`src/rtl/vsdj_pkg.sv`:
```
// Types and constants of the vertex spring-damper jiggle block.
package vsdj_pkg;

  localparam int unsigned COORD_W = 16;
  localparam int unsigned AXES    = 3;
  localparam int unsigned WORD_W  = 2 * AXES * COORD_W;

  typedef logic signed [COORD_W-1:0] coord_t;

  // Request kinds carried on the input tuser.
  typedef enum logic [1:0] {
    REQ_TREMBLE = 2'd0,
    REQ_CLASH   = 2'd1,
    REQ_STEP    = 2'd2,
    REQ_RESET   = 2'd3
  } req_type_e;

  // Configuration register indexes.
  typedef enum logic [1:0] {
    CFG_FRAC_BITS = 2'd0,
    CFG_SPRING    = 2'd1,
    CFG_DAMPING   = 2'd2,
    CFG_DURATION  = 2'd3
  } cfg_index_e;

  // What the write-back does with one vertex.
  typedef enum logic [2:0] {
    MODE_TREMBLE = 3'd0,
    MODE_CLASH   = 3'd1,
    MODE_REST    = 3'd2,
    MODE_HOLD    = 3'd3,
    MODE_UPDATE  = 3'd4
  } op_mode_e;

  // Sequencer states for one request in flight.
  typedef enum logic [1:0] {
    ST_IDLE = 2'd0,
    ST_MUL  = 2'd1,
    ST_DAMP = 2'd2,
    ST_DONE = 2'd3
  } seq_state_e;

  // Stage enables for the per-axis integrator.
  typedef struct packed {
    logic mul_en;
    logic damp_en;
  } lane_ctrl_t;

  // Effect flags.
  typedef struct packed {
    logic active;
    logic frozen;
    logic expiring;
  } flags_t;

endpackage

```
`src/rtl/vsdj_lane.sv`:
```
// One axis of the spring-damper integrator: spring multiply, damping multiply, position add.
module vsdj_lane (
  input  logic                clk_i,
  input  vsdj_pkg::lane_ctrl_t ctrl_i,
  input  logic [3:0]          frac_i,
  input  vsdj_pkg::coord_t    spring_i,
  input  vsdj_pkg::coord_t    damp_i,
  input  vsdj_pkg::coord_t    rest_i,
  input  vsdj_pkg::coord_t    pos_rd_i,
  input  vsdj_pkg::coord_t    vel_rd_i,
  output vsdj_pkg::coord_t    pos_o,
  output vsdj_pkg::coord_t    vel_o
);
  import vsdj_pkg::*;

  coord_t             pos_q;
  coord_t             vel_q;
  coord_t             diff;
  coord_t             vel1;
  logic signed [31:0] prod1_d;
  logic signed [31:0] prod1_q;
  logic signed [31:0] prod2_d;
  logic signed [31:0] prod2_q;
  logic signed [31:0] shift1;
  logic signed [31:0] shift2;

  // Spring term from the stored position.
  assign diff    = rest_i - pos_rd_i;
  assign prod1_d = diff * spring_i;

  // Velocity after the spring kick, then damped.
  assign shift1  = prod1_q >>> frac_i;
  assign vel1    = vel_q + shift1[COORD_W-1:0];
  assign prod2_d = vel1 * damp_i;

  // Final velocity and position.
  assign shift2  = prod2_q >>> frac_i;
  assign vel_o   = shift2[COORD_W-1:0];
  assign pos_o   = pos_q + vel_o;

  always_ff @(posedge clk_i) begin
    if (ctrl_i.mul_en) begin
      pos_q   <= pos_rd_i;
      vel_q   <= vel_rd_i;
      prod1_q <= prod1_d;
    end
    if (ctrl_i.damp_en) begin
      prod2_q <= prod2_d;
    end
  end

endmodule

```
`config.mk`:
```
export PLATFORM = sky130hd
export DESIGN_NAME = vsdj_lane
export DESIGN_NICKNAME = d
export VERILOG_FILES = /design/src/rtl/vsdj_pkg.sv /design/src/rtl/vsdj_lane.sv
export SDC_FILE = /design/constraint.sdc
export NUM_CORES = 2
export LEC_CHECK = 0
export BUFFER_PORTS_ARGS = -buffer_cell sky130_fd_sc_hd__buf_2
export CAP_MARGIN = 20
export CELL_PAD_IN_SITES_DETAIL_PLACEMENT = 0
export CELL_PAD_IN_SITES_GLOBAL_PLACEMENT = 1
export CORE_AREA = 5 5 178 309
export CTS_BUF_LIST = sky130_fd_sc_hd__clkbuf_8
export CTS_CLUSTER_SIZE = 20
export DETAILED_ROUTE_END_ITERATION = 7
export DIE_AREA = 0 0 183 314
export GPL_TIMING_DRIVEN = 0
export PLACE_DENSITY_LB_ADDON = 0.05
export RECOVER_POWER = 100
export REMOVE_ABC_BUFFERS = 1
export SETUP_SLACK_MARGIN = 0.05
export SYNTH_ARGS = -nofsm -noshare
export SYNTH_HDL_FRONTEND = slang
export SYNTH_SLANG_ARGS = --single-unit
```
`constraint.sdc`:
```
create_clock -name clk_i -period 15.6 [get_ports clk_i]
set_input_delay 0.78 -clock clk_i [delete_from_list [all_inputs] [get_ports clk_i]]
set_output_delay 0.78 -clock clk_i [all_outputs]
set_load 0.02 [all_outputs]
```
==> impl_metrics.ini <==
[status]
status = complete, but fails checks
violations = capacitance limit, slew limit

[clock_network]
cts_made_buffers = 9
clkSinkCount = 94
cts_root_buffer = clkbuf_8
cts_tree = yes
htree_levels = 3
clock_latency_ns = 0.41
holdBufCountCts = 0
cts_resized = 0
cts.reportedPaths.clkPinSlew_ns = 0.10
clockBufferDepth = 2
postCtsSetupBuffers = 0

[routing]
wl_met3_mm = 1.24
drcViolationCount = 0
ant_nets = 0
dr.pass1.iters = 5
wl_met2_mm = 42.6
viasPerCell = 5.44
vias = 19280
routed_wl_mm = 70.8
wire_per_inst_um = 20.0
drt-initial-drc-count = 642
met1_length_mm = 21.9
top_layer_used = met4

[layout]
final_core_util_pct = 53.7
layout.nets = 3663
final_cell_count_no_fill = 3542
drive_gt1_share_pct = 6.47
fin_area_sq_um = 28000
area_growth_pct = 6.09
fillers = 4955

[sta]
setup_tns_ns = 0
hold_viol = 0
slew_headroom_pct = -46.5
tightest_slew_ns = 2.20
min_period_over_period_pct = 82.6
slew_violations = 108
skew_ns = 0.0159
finalSetupViolations = 0
rsz0062_at_grt = false
timing.fmax_ghz = 0.0776
min_period_ns = 12.89

[global_route]
antenna_found_initial = 3
grt_util_all_layers_pct = 25.3
grt_pass1_wl_mm = 113
grt-ovfl-total = 0
grt_pass1_vias = 21546
grt_max_degree = 69

[worst_setup_path]
path_class = in2reg
crit_family = compound AO/OA/AOI/OAI gates
cp_max_fo = 49
cp_slowest_cell = a221oi_1
worstPathRequired_ns = 15.75
worst-path-buf-inv = 9
arrival_ns = 13.05
cp-start-kind = input pin
max_stage_delay_ns = 0.89
crit_path_frequent_cell = fa_1
cp-end-kind = flip-flop

[synthesis]
ys_ff_latch = 94
synthCells = 2806
synth.avg_cell_area_sq_um = 9.39
ys_seq_area_share_pct = 10.7
synth_cell_type_count = 70
synth.cell_area_sq_um = 26300
synth_edf_count = 94
synthFlopType = edfxtp_1
async_flop_share_pct = 0
ys.warnings.count = 0

[floorplanning]
start_util_pct = 50.6
pin_count = 119
rows = 111
die_area_sq_um = 57500
fp.dieW_um = 183
coreArea_sq_um = 52100
die_y_um = 314

[place]
routabilityCongestion = 0.913
numPortBuffers = 118
dp.cells = 3523
placed_area_sq_um = 27900
dp_hpwl_mm = 61.3

[job]
max_cap_viol_count = 5

[worst_hold_path]
hp-class = in2reg
## cell usage after synthesis, types with 24 or more instances
master	n	area share, %
xnor2_1	75	2.5
nor2_1	104	1.5
clkbuf_1	88	1.3
edfxtp_1	94	11
nor3_1	24	0.46
nor2b_1	34	0.81
mux2i_1	50	1.9
and2_1	233	5.5
o21ai_0	63	1.2
fa_1	515	39
inv_1	586	8.3
ha_1	205	9.7
nand2_1	332	4.7
xor2_1	32	1.1
a21oi_1	101	1.9
## stage by stage
stage               setup WS [ns]  hold slack [ns]
global placement             2.01            0.957
detailed placement           3.07            0.959
floorplan                    5.54            0.833
CTS                          3.49            0.505
global route                 1.90            0.513
finish                       2.71            0.537
## worst reg2reg max path, delay by kind of cell (launching register included)
kind	cells	cell delay, ns
compound gates	14	3.90
xor+xnor	2	0.33
fa+ha+maj	9	4.20
buf+inv	6	0.97
flops	1	0.40
mux	2	0.47
simple gates	3	0.38
## layout by cell type, fill, tap and decap left out, types with 28 or more instances in the layout
cell        n
nor2_1    104
xor2_1     28
mux2i_1    50
fa_1      515
buf_2      67
ha_1      205
and2_1    220
clkbuf_1   55
nand2_1   332
a21oi_1   101
o21ai_0    64
inv_1     586
nor2b_1    34
edfxtp_1   94
xnor2_1    59
## worst paths after layout
| check | startpoint | to | slack [ns] | depth (start not counted) |
|---|---|---|---|---|
| min | vel_rd_i[6] | vel_q[6]$_DFFE_PP_ | 0.54 | 1 |
| max reg2reg | prod1_q[14]$_DFFE_PP_ | prod2_q[22]$_DFFE_PP_ | 4.71 | 36 |
| max | frac_i[0] | prod2_q[22]$_DFFE_PP_ | 2.71 | 36 |
| min reg2reg | vel_q[0]$_DFFE_PP_ | prod2_q[0]$_DFFE_PP_ | 1.34 | 2 |
## logic make-up after synthesis
group | share of synthesized area, %
AND/OR/NAND/NOR | 14.7
adder cells (fa/ha/maj) | 48.9
buffers and inverters | 9.87
AO/OA/AOI/OAI | 7.20
XOR/XNOR | 3.62
multiplexers | 5.05
flip-flops | 10.7
## cell type report
class,count,area [sq um],area share (%)
multi-input combinational,2023,21100,75.4
sequential,94,2820,10.1
antenna,3,7.51,0.0269
timing repair buffer,140,791,2.83
inverter,588,2210,7.90
clock buffer,9,124,0.443
clock inverter,7,80.1,0.286
tap,678,848,3.03
## sequential cells by signal (all words and copies together), names as in the netlist
signal   count
vel_q       16
prod2_q     31
pos_q       16
prod1_q     31
## metal layers
metal / global-route usage (%) / up-vias
met5: 0 / -
li1: - / 8814
met1: 23.3 / 9893
met2: 52.0 / 376
met3: 1.16 / 197
met4: 15.9 / 0
Power is left out: the tool's default activity adds up to more than one toggle a clock period on the data nets, which glitch-free logic cannot reach.
